**src/hdl/lspg_pkg.sv**
```systemverilog
`timescale 1ns / 1ps
`default_nettype none
// ----------------------------------------------------------------------------
// LED strip pattern generator package
// Shared widths, mode and register codes, and the color wheel function.
// ----------------------------------------------------------------------------
package lspg_pkg;

   localparam int MAX_LEDS_DEF = 64;
   localparam int IDX_W        = 6;
   localparam int COLOR_W      = 24;
   localparam int MODE_W       = 3;
   localparam int INTERVAL_W   = 16;
   localparam int DURATION_W   = 24;
   localparam int COUNT_W      = 7;
   localparam int CSR_IDX_W    = 3;
   localparam int CSR_DATA_W   = 24;

   typedef logic [COLOR_W-1:0]    color_type;
   typedef logic [IDX_W-1:0]      pixel_idx_type;
   typedef logic [CSR_IDX_W-1:0]  csr_idx_type;
   typedef logic [CSR_DATA_W-1:0] csr_data_type;

   localparam logic [MODE_W-1:0] MODE_SOLID   = 3'd0;
   localparam logic [MODE_W-1:0] MODE_FLASH   = 3'd1;
   localparam logic [MODE_W-1:0] MODE_BREATHE = 3'd2;
   localparam logic [MODE_W-1:0] MODE_WIPE    = 3'd3;
   localparam logic [MODE_W-1:0] MODE_RAINBOW = 3'd4;

   localparam csr_idx_type REG_MODE     = 3'd0;
   localparam csr_idx_type REG_COLOR    = 3'd1;
   localparam csr_idx_type REG_INTERVAL = 3'd2;
   localparam csr_idx_type REG_DURATION = 3'd3;
   localparam csr_idx_type REG_COUNT    = 3'd4;

   localparam logic [7:0] FADE_STEP   = 8'd5;
   localparam logic [7:0] LEVEL_MAX   = 8'd255;
   localparam logic [7:0] WHEEL_SEG1  = 8'd85;
   localparam logic [7:0] WHEEL_SEG2  = 8'd170;

   // Three-segment color wheel, red -> green -> blue -> red.
   function automatic color_type wheel_color(input logic [7:0] pos);
      logic [7:0] p;
      logic [7:0] s;
      logic [7:0] t;
      color_type  c;
      p = LEVEL_MAX - pos;
      if (p < WHEEL_SEG1) begin
         t = 8'((p << 1) + p);
         c = {LEVEL_MAX - t, 8'd0, t};
      end else if (p < WHEEL_SEG2) begin
         s = p - WHEEL_SEG1;
         t = 8'((s << 1) + s);
         c = {8'd0, t, LEVEL_MAX - t};
      end else begin
         s = p - WHEEL_SEG2;
         t = 8'((s << 1) + s);
         c = {t, LEVEL_MAX - t, 8'd0};
      end
      return c;
   endfunction

endpackage
`default_nettype wire

```
**src/hdl/lspg_if.sv**
```systemverilog
`timescale 1ns / 1ps
`default_nettype none
// ----------------------------------------------------------------------------
// LED strip pattern generator channels
// Tick request channel and pixel response channel, valid/ready handshake.
// ----------------------------------------------------------------------------
interface lspg_req_if;
   logic valid;
   logic ready;
   logic restart;

   modport source (output valid, output restart, input ready);
   modport sink   (input valid, input restart, output ready);
endinterface

interface lspg_rsp_if;
   import lspg_pkg::*;
   logic          valid;
   logic          ready;
   pixel_idx_type pixel_index;
   color_type     pixel_color;
   logic          frame_last;

   modport source (output valid, output pixel_index, output pixel_color,
                   output frame_last, input ready);
   modport sink   (input valid, input pixel_index, input pixel_color,
                   input frame_last, output ready);
endinterface
`default_nettype wire

```
**src/hdl/led_strip_pattern_generator_top.sv**
```systemverilog
`timescale 1ns / 1ps
`default_nettype none
// ----------------------------------------------------------------------------
// LED strip pattern generator
// Counts millisecond ticks and, when a frame is due, updates the frame
// store and streams every active pixel on the response channel.
//
// req_if carries one tick per beat; restart clears the run timer. rsp_if
// carries one pixel per beat, pixel_index 0 up to the LED count (held to
// 1 .. MAX_LEDS) minus one, with frame_last on the final pixel. csr_* writes
// one register per cycle; the user must write only while the block is idle,
// which the block itself does not enforce. A tick that starts no frame
// passes tick capture and timer compare only. A frame tick passes tick
// capture, timer compare, pattern update, a 9-step restoring divider for the
// rainbow spacing (256 / N), then issues one pixel per cycle through the
// frame store port while the receiver does not stall.
// The frame store is a single-port RAM with a registered read; a row
// of valid bits makes never written entries read as off.
// Reset clears timers, pattern state, valid bits and both channels at once;
// no clearing pass. A stalled receiver holds the output register and a
// one-deep staging register; the sequencer waits and no pixel is lost.
// ----------------------------------------------------------------------------
module led_strip_pattern_generator_top #(
   parameter int MAX_LEDS = lspg_pkg::MAX_LEDS_DEF
) (
   input  wire logic                   clock,
   input  wire logic                   reset,
   lspg_req_if.sink                    req_if,
   lspg_rsp_if.source                  rsp_if,
   input  wire logic                   csr_wr_en,
   input  wire lspg_pkg::csr_idx_type  csr_index,
   input  wire lspg_pkg::csr_data_type csr_wr_data
);
   import lspg_pkg::*;

   localparam int ADDR_W = (MAX_LEDS > 1) ? $clog2(MAX_LEDS) : 1;
   localparam int CNT_W  = $clog2(MAX_LEDS + 1);

   localparam logic [2:0] ST_IDLE  = 3'd0;
   localparam logic [2:0] ST_EVAL  = 3'd1;
   localparam logic [2:0] ST_SETUP = 3'd2;
   localparam logic [2:0] ST_DIV   = 3'd3;
   localparam logic [2:0] ST_EMIT  = 3'd4;

   localparam logic [3:0] DIV_STEPS = 4'd8;

   function automatic color_type dim_color(input color_type c, input logic [7:0] lvl);
      logic [15:0] r;
      logic [15:0] g;
      logic [15:0] b;
      r = c[23:16] * lvl;
      g = c[15:8] * lvl;
      b = c[7:0] * lvl;
      return {r[15:8], g[15:8], b[15:8]};
   endfunction

   // configuration registers
   logic [MODE_W-1:0]     mode_ff;
   color_type             color_ff;
   logic [INTERVAL_W-1:0] interval_ff;
   logic [DURATION_W-1:0] duration_ff;
   logic [COUNT_W-1:0]    led_count_ff;

   // sequencer state
   logic [2:0]            state_ff, state_in;
   logic [INTERVAL_W-1:0] tsu_ff, tsu_in;
   logic [DURATION_W-1:0] tss_ff, tss_in;
   logic [CNT_W-1:0]      n_ff, n_in;
   logic                  flash_ff, flash_in;
   logic [7:0]            level_ff, level_in;
   logic                  rising_ff, rising_in;
   logic [ADDR_W-1:0]     wipe_ff, wipe_in;
   logic [7:0]            offset_ff, offset_in;
   logic [7:0]            base_ff, base_in;
   logic [3:0]            cnt_ff, cnt_in;
   logic [CNT_W-1:0]      rem_ff, rem_in;
   logic [8:0]            quo_ff, quo_in;
   logic [7:0]            acc_q_ff, acc_q_in;
   logic [CNT_W-1:0]      acc_r_ff, acc_r_in;
   logic [ADDR_W-1:0]     idx_ff, idx_in;
   color_type             fill_ff, fill_in;

   // frame store
   color_type             mem [MAX_LEDS];
   logic [MAX_LEDS-1:0]   valid_ff;
   color_type             rd_data_ff;
   logic                  wr_en;
   logic [ADDR_W-1:0]     wr_addr;
   color_type             wr_data;
   logic                  rd_en;

   // staging and output
   logic                  p1_valid_ff;
   logic [ADDR_W-1:0]     p1_idx_ff;
   logic                  p1_last_ff;
   logic                  p1_use_mem_ff;
   logic                  p1_hit_ff;
   color_type             p1_color_ff;
   color_type             p1_pixel;
   logic                  rsp_valid_ff;
   pixel_idx_type         rsp_idx_ff;
   color_type             rsp_color_ff;
   logic                  rsp_last_ff;

   logic                  out_free;
   logic                  issue;
   logic                  use_mem;
   logic                  last_pixel;
   logic                  fire;
   logic [CNT_W-1:0]      active_n;
   logic [7:0]            level_up;
   logic [7:0]            level_next;
   logic [CNT_W:0]        trial;
   logic [CNT_W:0]        r_sum;
   logic [CNT_W-1:0]      wipe_next;
   color_type             emit_color;

   assign req_if.ready = (state_ff == ST_IDLE);

   always_ff @(posedge clock) begin
      if (reset) begin
         mode_ff      <= MODE_SOLID;
         color_ff     <= '0;
         interval_ff  <= INTERVAL_W'(1000);
         duration_ff  <= '0;
         led_count_ff <= COUNT_W'(MAX_LEDS_DEF);
      end else if (csr_wr_en) begin
         unique case (csr_index)
            REG_MODE:     mode_ff      <= csr_wr_data[MODE_W-1:0];
            REG_COLOR:    color_ff     <= csr_wr_data[COLOR_W-1:0];
            REG_INTERVAL: interval_ff  <= csr_wr_data[INTERVAL_W-1:0];
            REG_DURATION: duration_ff  <= csr_wr_data[DURATION_W-1:0];
            REG_COUNT:    led_count_ff <= csr_wr_data[COUNT_W-1:0];
            default: ;
         endcase
      end
   end

   assign out_free   = !rsp_valid_ff || rsp_if.ready;
   assign issue      = (state_ff == ST_EMIT) && (!p1_valid_ff || out_free);
   assign use_mem    = !(mode_ff == MODE_SOLID || mode_ff == MODE_FLASH ||
                         mode_ff == MODE_BREATHE || mode_ff == MODE_RAINBOW);
   assign last_pixel = (CNT_W'(idx_ff) + CNT_W'(1)) == n_ff;
   assign fire       = !((duration_ff != '0) && (tss_ff >= duration_ff)) &&
                       (tsu_ff >= interval_ff);
   assign emit_color = (mode_ff == MODE_RAINBOW) ? wheel_color(acc_q_ff + base_ff) : fill_ff;
   assign trial      = {rem_ff, (cnt_ff == DIV_STEPS)};
   assign r_sum      = {1'b0, acc_r_ff} + {1'b0, rem_ff};
   assign wipe_next  = CNT_W'(wipe_ff) + CNT_W'(1);

   always_comb begin
      if (led_count_ff == '0) begin
         active_n = CNT_W'(1);
      end else if (led_count_ff > COUNT_W'(MAX_LEDS)) begin
         active_n = CNT_W'(MAX_LEDS);
      end else begin
         active_n = CNT_W'(led_count_ff);
      end
   end

   always_comb begin
      level_up = level_ff + FADE_STEP;
      if (rising_ff) begin
         level_next = (level_ff > LEVEL_MAX - FADE_STEP) ? LEVEL_MAX : level_up;
      end else begin
         level_next = (level_ff < FADE_STEP) ? 8'd0 : level_ff - FADE_STEP;
      end
   end

   always_comb begin
      state_in  = state_ff;
      tsu_in    = tsu_ff;
      tss_in    = tss_ff;
      n_in      = n_ff;
      flash_in  = flash_ff;
      level_in  = level_ff;
      rising_in = rising_ff;
      wipe_in   = wipe_ff;
      offset_in = offset_ff;
      base_in   = base_ff;
      cnt_in    = cnt_ff;
      rem_in    = rem_ff;
      quo_in    = quo_ff;
      acc_q_in  = acc_q_ff;
      acc_r_in  = acc_r_ff;
      idx_in    = idx_ff;
      fill_in   = fill_ff;
      wr_en     = 1'b0;
      wr_addr   = idx_ff;
      wr_data   = emit_color;
      rd_en     = 1'b0;
      unique case (state_ff)
         ST_IDLE: begin
            if (req_if.valid) begin
               tsu_in = (tsu_ff == '1) ? tsu_ff : tsu_ff + INTERVAL_W'(1);
               if (req_if.restart) begin
                  tss_in = '0;
               end else begin
                  tss_in = (tss_ff == '1) ? tss_ff : tss_ff + DURATION_W'(1);
               end
               state_in = ST_EVAL;
            end
         end
         ST_EVAL: begin
            if (fire) begin
               tsu_in   = '0;
               n_in     = active_n;
               state_in = ST_SETUP;
            end else begin
               state_in = ST_IDLE;
            end
         end
         ST_SETUP: begin
            unique case (mode_ff)
               MODE_FLASH: flash_in = !flash_ff;
               MODE_BREATHE: begin
                  level_in = level_next;
                  if (level_next == 8'd0 || level_next == LEVEL_MAX) begin
                     rising_in = !rising_ff;
                  end
               end
               MODE_WIPE: begin
                  wr_en   = 1'b1;
                  wr_addr = wipe_ff;
                  wr_data = color_ff;
                  wipe_in = (wipe_next >= n_ff) ? '0 : wipe_next[ADDR_W-1:0];
               end
               MODE_RAINBOW: begin
                  base_in   = offset_ff;
                  offset_in = offset_ff + 8'd1;
               end
               default: ;
            endcase
            cnt_in   = DIV_STEPS;
            rem_in   = '0;
            quo_in   = '0;
            state_in = ST_DIV;
         end
         ST_DIV: begin
            // one quotient bit of 256 / N per cycle
            if (trial >= {1'b0, n_ff}) begin
               rem_in = CNT_W'(trial - {1'b0, n_ff});
               quo_in = {quo_ff[7:0], 1'b1};
            end else begin
               rem_in = trial[CNT_W-1:0];
               quo_in = {quo_ff[7:0], 1'b0};
            end
            unique case (mode_ff)
               MODE_FLASH:   fill_in = flash_ff ? color_ff : '0;
               MODE_BREATHE: fill_in = dim_color(color_ff, level_ff);
               default:      fill_in = color_ff;
            endcase
            if (cnt_ff == '0) begin
               acc_q_in = '0;
               acc_r_in = '0;
               idx_in   = '0;
               state_in = ST_EMIT;
            end else begin
               cnt_in = cnt_ff - 4'd1;
            end
         end
         ST_EMIT: begin
            if (issue) begin
               if (use_mem) begin
                  rd_en = 1'b1;
               end else begin
                  wr_en = 1'b1;
               end
               // advance the i*256/N accumulator by quotient and remainder
               if (r_sum >= {1'b0, n_ff}) begin
                  acc_r_in = CNT_W'(r_sum - {1'b0, n_ff});
                  acc_q_in = acc_q_ff + quo_ff[7:0] + 8'd1;
               end else begin
                  acc_r_in = r_sum[CNT_W-1:0];
                  acc_q_in = acc_q_ff + quo_ff[7:0];
               end
               idx_in = idx_ff + ADDR_W'(1);
               if (last_pixel) begin
                  state_in = ST_IDLE;
               end
            end
         end
         default: state_in = ST_IDLE;
      endcase
   end

   always_ff @(posedge clock) begin
      if (reset) begin
         state_ff  <= ST_IDLE;
         tsu_ff    <= '0;
         tss_ff    <= '0;
         n_ff      <= CNT_W'(1);
         flash_ff  <= 1'b0;
         level_ff  <= LEVEL_MAX;
         rising_ff <= 1'b1;
         wipe_ff   <= '0;
         offset_ff <= '0;
         base_ff   <= '0;
         cnt_ff    <= '0;
         rem_ff    <= '0;
         quo_ff    <= '0;
         acc_q_ff  <= '0;
         acc_r_ff  <= '0;
         idx_ff    <= '0;
      end else begin
         state_ff  <= state_in;
         tsu_ff    <= tsu_in;
         tss_ff    <= tss_in;
         n_ff      <= n_in;
         flash_ff  <= flash_in;
         level_ff  <= level_in;
         rising_ff <= rising_in;
         wipe_ff   <= wipe_in;
         offset_ff <= offset_in;
         base_ff   <= base_in;
         cnt_ff    <= cnt_in;
         rem_ff    <= rem_in;
         quo_ff    <= quo_in;
         acc_q_ff  <= acc_q_in;
         acc_r_ff  <= acc_r_in;
         idx_ff    <= idx_in;
      end
   end

   always_ff @(posedge clock) begin
      fill_ff <= fill_in;
   end

   // frame store: one write or one read per cycle
   always_ff @(posedge clock) begin
      if (wr_en) begin
         mem[wr_addr] <= wr_data;
      end
      if (rd_en) begin
         rd_data_ff <= mem[idx_ff];
      end
   end

   always_ff @(posedge clock) begin
      if (reset) begin
         valid_ff <= '0;
      end else if (wr_en) begin
         valid_ff[wr_addr] <= 1'b1;
      end
   end

   // staging register, aligned with the read data
   always_ff @(posedge clock) begin
      if (reset) begin
         p1_valid_ff <= 1'b0;
      end else if (issue) begin
         p1_valid_ff <= 1'b1;
      end else if (out_free) begin
         p1_valid_ff <= 1'b0;
      end
   end

   always_ff @(posedge clock) begin
      if (issue) begin
         p1_idx_ff     <= idx_ff;
         p1_last_ff    <= last_pixel;
         p1_use_mem_ff <= use_mem;
         p1_hit_ff     <= valid_ff[idx_ff];
         p1_color_ff   <= emit_color;
      end
   end

   assign p1_pixel = p1_use_mem_ff ? (p1_hit_ff ? rd_data_ff : '0) : p1_color_ff;

   always_ff @(posedge clock) begin
      if (reset) begin
         rsp_valid_ff <= 1'b0;
      end else if (out_free) begin
         rsp_valid_ff <= p1_valid_ff;
      end
   end

   always_ff @(posedge clock) begin
      if (out_free && p1_valid_ff) begin
         rsp_idx_ff   <= IDX_W'(p1_idx_ff);
         rsp_color_ff <= p1_pixel;
         rsp_last_ff  <= p1_last_ff;
      end
   end

   assign rsp_if.valid       = rsp_valid_ff;
   assign rsp_if.pixel_index = rsp_idx_ff;
   assign rsp_if.pixel_color = rsp_color_ff;
   assign rsp_if.frame_last  = rsp_last_ff;

endmodule
`default_nettype wire

```
**src/flat_wrapper.sv**
```systemverilog
// flat-port wrapper written by rule: the top's interface ports become plain ports
module led_strip_pattern_generator_top_flat import lspg_pkg::*;
#(
   parameter int MAX_LEDS = lspg_pkg::MAX_LEDS_DEF
)
  (clock, reset, csr_wr_en, csr_index, csr_wr_data, req_if_valid, req_if_restart, req_if_ready, rsp_if_valid, rsp_if_pixel_index, rsp_if_pixel_color, rsp_if_frame_last, rsp_if_ready);
  lspg_req_if req_if_i ();
  lspg_rsp_if rsp_if_i ();
  input  wire logic clock;
  input  wire logic reset;
  input  wire logic csr_wr_en;
  input  wire lspg_pkg::csr_idx_type csr_index;
  input  wire lspg_pkg::csr_data_type csr_wr_data;
  input wire logic [$bits(req_if_i.valid)-1:0] req_if_valid;
  input wire logic [$bits(req_if_i.restart)-1:0] req_if_restart;
  output wire logic [$bits(req_if_i.ready)-1:0] req_if_ready;
  output wire logic [$bits(rsp_if_i.valid)-1:0] rsp_if_valid;
  output wire logic [$bits(rsp_if_i.pixel_index)-1:0] rsp_if_pixel_index;
  output wire logic [$bits(rsp_if_i.pixel_color)-1:0] rsp_if_pixel_color;
  output wire logic [$bits(rsp_if_i.frame_last)-1:0] rsp_if_frame_last;
  input wire logic [$bits(rsp_if_i.ready)-1:0] rsp_if_ready;
  assign req_if_i.valid = req_if_valid;
  assign req_if_i.restart = req_if_restart;
  assign req_if_ready = req_if_i.ready;
  assign rsp_if_valid = rsp_if_i.valid;
  assign rsp_if_pixel_index = rsp_if_i.pixel_index;
  assign rsp_if_pixel_color = rsp_if_i.pixel_color;
  assign rsp_if_frame_last = rsp_if_i.frame_last;
  assign rsp_if_i.ready = rsp_if_ready;
  led_strip_pattern_generator_top #(.MAX_LEDS(MAX_LEDS)) u_core (.clock(clock), .reset(reset), .req_if(req_if_i), .rsp_if(rsp_if_i), .csr_wr_en(csr_wr_en), .csr_index(csr_index), .csr_wr_data(csr_wr_data));
endmodule
```
**config.mk**
```make
export PLATFORM = sky130hd
export DESIGN_NAME = led_strip_pattern_generator_top_flat
export DESIGN_NICKNAME = d
export VERILOG_FILES = /design/src/hdl/lspg_pkg.sv /design/src/hdl/lspg_if.sv /design/src/hdl/led_strip_pattern_generator_top.sv /design/src/flat_wrapper.sv
export SDC_FILE = /design/constraint.sdc
export NUM_CORES = 2
export LEC_CHECK = 0
export BUFFER_PORTS_ARGS = -buffer_cell sky130_fd_sc_hd__buf_2
export CAP_MARGIN = 20
export CORE_UTILIZATION = 40
export DETAILED_ROUTE_END_ITERATION = 7
export HOLD_SLACK_MARGIN = 0.08
export PLACE_DENSITY_LB_ADDON = 0.15
export SETUP_SLACK_MARGIN = 0.2
export SYNTH_ARGS = -nofsm -noshare
export SYNTH_HDL_FRONTEND = slang
export SYNTH_SLANG_ARGS = --single-unit
```
**constraint.sdc**
```tcl
create_clock -name clock -period 7.1 [get_ports clock]
set_clock_uncertainty 0.2 [all_clocks]
set_input_delay 0 -clock clock [delete_from_list [all_inputs] [get_ports clock]]
set_output_delay 0 -clock clock [all_outputs]
set_load 0.02 [all_outputs]
```
Word level (Yosys, flattened, before mapping):

Memory sizes are Yosys's and may differ from the RTL's. A register that Yosys moved wholly into a read port is not among the register bits.
Cells that the tools add are included.

* output and inout port bits: 33
* RAM bits: 1536
* register bits after elaboration: 350
* word-level logic and storage cells: 205
* memories: 1
* bits of input ports: 33

Memories
* u_core.mem: depth 64, bits a word 24, read ports 1, clocked after Yosys merged registers in 1, wr ports 1, RTL line led_strip_pattern_generator_top.sv:84 `color_type mem [MAX_LEDS];`

* multiplexer cells: 61
* add/sub/neg operators: 24
* equal/unequal tests: 25
* multiply operators: 3
* bitwise operators: 1
* order comparisons: 13
* reduce and logical (&&, ||, !) cells: 44

Operators by type and width (count)
* $mux W24: 10
* $or A64 B64 Y64: 1
* $mul A8 B8 Y16: 3
* $mux W16: 3
* $mux W8: 6
* $pmux W24 S2: 1
* $mux W7: 6
* $add A8 B8 Y8: 5
* $pmux W16 S2: 1
* $pmux W8 S2: 2
* $sub A8 B8 Y8 const A: 4
* $mux W6: 5
* $pmux W7 S2: 2
* $add A24 B1 Y24 const B: 1
* $eq A24 B24 Y1 const B: 1
* $ge A24 B24 Y1: 1
* $reduce_bool A24 Y1: 1
* $reduce_and A2 Y1: 11
* $eq A3 B2 Y1 const B: 6
* $add A16 B1 Y16 const B: 1
* $add A8 B1 Y8 const B: 2
* $eq A16 B16 Y1 const B: 1
* $ge A16 B16 Y1: 1
* $ge A8 B7 Y1: 2
* other kinds (44): 94

Longest topological paths before layout:

* depth in word-level cells: 10
* gate-level depth with buffers: 21
* mapped depth without buffers: 21

Least setup slack after synthesis:

Ideal clock, no wire load.

* kind: register -> register
* from: register u_core.acc_q_ff[0]
* to: memory u_core.mem[0][23] (netlist name), data pin
* slack: -0.375 ns
* arrival: 6.555 ns
* library setup time: 0.720 ns
* data required time: 6.180 ns
* clock period less this slack: 7.475 ns
* stages on the path, launching flop included: 20
* path buffers: 0
* cells stage by stage: dfxtp_1 ha_1 fa_1 nand2b_1 a21boi_0 nor2_1 xnor2_1 inv_1 ha_1 nor2b_1 nor2_1 xnor2_1 ha_1 or3_1 o211a_1 a31oi_1 a32oi_1 o21ai_0 a21oi_1 o31ai_1

* cells in the longest elaborated chain, start to end: 9
* elaborated cells between the ends (all ways): 13
* classes of those cells: add/sub (6); order compare (2); mux (5)

RTL lines
* from (decl): RTL line led_strip_pattern_generator_top.sv:78 `logic [7:0] acc_q_ff, acc_q_in;`
* from (signal assigned): RTL line led_strip_pattern_generator_top.sv:319 `acc_q_ff <= acc_q_in;`
* $add A8 B8 Y8 (*): RTL line led_strip_pattern_generator_top.sv:146 `assign emit_color = (mode_ff == MODE_RAINBOW) ? wheel_color(acc_q_ff + base_ff) : fill_ff;`
* $sub A8 B8 Y8 (*): RTL line lspg_pkg.sv:47 `p = LEVEL_MAX - pos;`
* $sub A8 B8 Y8: RTL line lspg_pkg.sv:56 `s = p - WHEEL_SEG2;`
* $add A8 B8 Y8: RTL line lspg_pkg.sv:57 `t = 8'((s << 1) + s);`
* $mux W24: RTL line lspg_pkg.sv:51 `end else if (p < WHEEL_SEG2) begin`
* $mux W24 (*): RTL line lspg_pkg.sv:48 `if (p < WHEEL_SEG1) begin`
* $mux W24 (*): RTL line led_strip_pattern_generator_top.sv:146
* $mux W24: RTL line led_strip_pattern_generator_top.sv:214 `unique case (mode_ff)`
* $mux W24 (*): RTL line led_strip_pattern_generator_top.sv:192 `unique case (state_ff)`
* named net u_core.wr_data[23]: RTL line led_strip_pattern_generator_top.sv:89 `color_type wr_data;`
* to (decl): RTL line led_strip_pattern_generator_top.sv:84

The timed path passes the listed nets; every way through them passes the cells marked *.

Worst setup path in the final report:

* from: register u_core.level_ff[3]
* to: register u_core.fill_ff[15], data pin

* cells in the longest elaborated chain, start to end: 2

RTL lines
* from (decl): RTL line led_strip_pattern_generator_top.sv:70 `logic [7:0] level_ff, level_in;`
* from (signal assigned): RTL line led_strip_pattern_generator_top.sv:311 `level_ff <= level_in;`
* $mul A8 B8 Y16: RTL line led_strip_pattern_generator_top.sv:52 `g = c[15:8] * lvl;`
* $pmux W24 S2: RTL line led_strip_pattern_generator_top.sv:248 `unique case (mode_ff)`
* to (signal assigned): RTL line led_strip_pattern_generator_top.sv:326 `fill_ff <= fill_in;`
* to (decl): RTL line led_strip_pattern_generator_top.sv:81 `color_type fill_ff, fill_in;`

Every way passes these cells.
A chain may end at the register's enable or synchronous reset.

==> results.json <==
{
  "clkSlewWorstSetupHoldPaths_ns": 0.06,
  "relSlewSlack_pct": 24.0,
  "clock_latency_ns": 0.87,
  "area_growth_pct": 14.6,
  "swShare_pct": 21.0,
  "yosysUniqueCellTypes": 78,
  "die_x_um": 459,
  "dp_slack_ns": 1.27,
  "worstSetupPathType": "reg2reg",
  "cp-start-kind": "register",
  "gp_congestion": 0.850,
  "combPwrFrac_pct": 1.6,
  "via_count": 45300,
  "routedWlPerCell_um": 27.8,
  "nets": 5625,
  "syn_nets": 5370,
  "ant_nets": 0,
  "postCtsHoldBufs": 85,
  "io_buffers": 65,
  "max-vdd-ir-drop_mv": 0.295,
  "synth_edf_count": 1648,
  "cts_resized": 0,
  "first_global_vias": 46300,
  "powerDensity_nw_per_um2": 239,
  "grt_pass1_wl_um": 330000,
  "synth_ff_type": "edfxtp_1",
  "postSynth.asyncResetShare_pct": 0,
  "yosys_warnings": 0,
  "cts-buffers-inserted": 201,
  "worstPathRequired_ns": 7.46,
  "post-dp-hpwl_um": 139000,
  "rsz0062_at_grt": "false",
  "cts_tree": "done",
  "fp.dieH_um": 459,
  "cts_setup_buffers": 0,
  "synth_seq_cells": 1910,
  "synthesis.area_um2": 83500,
  "ys_seq_area_share_pct": 65.6,
  "cts.htree.levels": 4,
  "layout_common_cells": "edfxtp_1, mux4_2, nand2_1",
  "drtIter0Drc": 4281,
  "fmax_mhz": 171,
  "setup_tns_ns": 0,
  "cp-end-kind": "register",
  "crit_fanout": 24,
  "grt-ovfl-total": 0,
  "fin_ws_ns": 1.24,
  "worst_slew_pin_slew_ns": 1.14,
  "dieArea_um2": 210000,
  "antenna_found_initial": 16,
  "dr.pass1.iters": 5,
  "wl_um": 228000,
  "fin_crit_sh_pct": 82.6,
  "start_util_pct": 40.3,
  "vias_per_cell": 5.51,
  "core_area_um2": 207000,
  "drv_slew": 0,
  "seqPwrFrac_pct": 52.8,
  "syn_area_per_cell_um2": 16.7,
  "maxCapViolCount": 0,
  "setup_viol": 0,
  "grt_max_degree": 136,
  "p_leak_uw": 0.0315,
  "drive_gt1_share_pct": 21.3,
  "clkSinkCount": 1910,
  "crit_arrival_ns": 6.23,
  "final_common_cell": "edfxtp_1",
  "rows": 167,
  "status": "completed",
  "min_path_type": "in2reg",
  "synth_cells": 5002,
  "clk_path_buf_depth": 3,
  "ios": 66,
  "p_switching_uw": 4810,
  "hold_viol_final": 0,
  "period_needed_ns": 5.86,
  "drc_errors": 0,
  "internal_power_uw": 18100,
  "grt_usage_pct": 21.8,
  "clkPwrFrac_pct": 45.6,
  "cts_root_buf": "clkbuf_16"
}
==> synthesized netlist by cell type (11+ instances only) <==
master,n,area share [%]
ha_1,223,3.3
nor3_1,30,0.18
clkbuf_1,194,0.87
or3_1,16,0.12
buf_1,14,0.063
o21bai_1,11,0.099
and3_1,14,0.10
nor2b_1,19,0.14
dfxtp_1,262,6.3
o21ai_1,11,0.066
a22oi_1,17,0.15
fa_1,112,2.7
buf_2,44,0.26
nand2_1,365,1.6
nor2_1,235,1.1
a21o_1,33,0.30
xor2_1,49,0.51
mux2_2,16,0.22
mux2i_1,27,0.32
nand4_1,22,0.16
o21ai_0,89,0.53
o21a_1,78,0.70
inv_1,253,1.1
nand3b_1,12,0.11
xnor2_1,83,0.87
nor4_1,14,0.10
nand2b_1,17,0.13
and2_1,157,1.2
mux4_2,525,14
nand3_1,47,0.28
o31ai_1,20,0.18
a21oi_1,192,1.2
a22o_1,31,0.33
edfxtp_1,1648,59
o211ai_1,19,0.17
==> power by group through the flow <==
stage	clock (uW)	combinational, uW	sequential, uW
2_1_floorplan	0	224	12300
3_3_place_gp	0	336	12300
3_5_place_dp	0	340	12300
4_1_cts	10700	375	12100
5_1_grt	11100	418	12100
6_report	10400	373	12100
==> cell families (layout without fill, tap and decap cells) <==
family	after synthesis	count (layout)	synth area share, %
compound gates	562	562	4.35
xor+xnor	133	133	1.40
fa+ha+maj	335	335	6.03
buf+inv	513	939	2.41
flops	1910	1910	65.6
mux	568	568	14.7
other cells	0	4	0
simple gates	981	981	5.53
==> flip-flops by register name (all words and copies together), names as in the netlist, 24 cells and up <==
| signal | count |
|---|---|
| u_core.color_ff | 24 |
| u_core.duration_ff | 24 |
| u_core.fill_ff | 24 |
| u_core.mem | 1536 |
| u_core.p1_color_ff | 24 |
| u_core.rd_data_ff | 24 |
| u_core.rsp_if.pixel_color | 24 |
| u_core.tss_ff | 24 |
| u_core.valid_ff | 64 |
==> cell type report <==
class | count | area, um^2
antenna | 4 | 10.0
clock buffer | 264 | 5390
clock inverter | 110 | 1160
fill | 17900 | 112000
inverter | 257 | 966
multi-input combinational | 2579 | 27300
sequential | 1910 | 54700
tap | 2788 | 3490
timing repair buffer | 308 | 2580
==> critical path, cell delays in order, from the launching register on <==
cell	delay, ns
dfxtp_1	0.95
nand2_1	0.17
fa_1	0.53
fa_1	0.55
inv_1	0.05
fa_1	0.47
inv_1	0.05
fa_1	0.47
inv_1	0.04
ha_1	0.18
a2111oi_0	0.42
o21a_1	0.21
o31ai_1	0.16
a211oi_1	0.42
inv_1	0.09
a21oi_1	0.24
o21bai_1	0.11
xnor2_1	0.13
a22o_1	0.19
==> worst paths after layout <==
check                                        from                                      to  slack [ns]  cells past startpoint
hold / removal                       csr_index[0]      u_core.interval_ff[1]$_SDFFE_PP0P_        0.16                      5
setup reg to reg  u_core.level_ff[3]$_SDFFE_PP1P_            u_core.fill_ff[15]$_DFFE_PP_        1.24                     18
hold reg to reg     u_core.p1_idx_ff[1]$_DFFE_PP_  u_core.rsp_if.pixel_index[1]$_DFFE_PP_        0.22                      0
setup / recovery  u_core.level_ff[3]$_SDFFE_PP1P_            u_core.fill_ff[15]$_DFFE_PP_        1.24                     18
==> layer usage <==
layer  global-route usage (%)  routed length [um]  vias to the layer above
met1                     30.1               98300                    24000
met4                     5.02                4790                        0
met3                     3.29               13000                      254
met2                     36.3              112000                     1213
li1                         -                   -                    19800
met5                        0                   0                        -
==> through the flow <==
step | cell area [um^2] | instances | utilization (%) | hold WS [ns] | power, uW
after global placement | 88100 | 7749 | 42.5 | 0.0792 | 12700
after CTS | 95500 | 8210 | 46.1 | 0.0858 | 23100
after detailed placement | 88100 | 7751 | 42.5 | 0.0834 | 12700
after floorplan | 83500 | 5002 | - | -0.0760 | 12500
after global routing | 95700 | 8216 | 46.1 | 0.164 | 23600
final | 95700 | 8220 | 46.2 | 0.156 | 22900
Power figures use the tool's default switching activity.
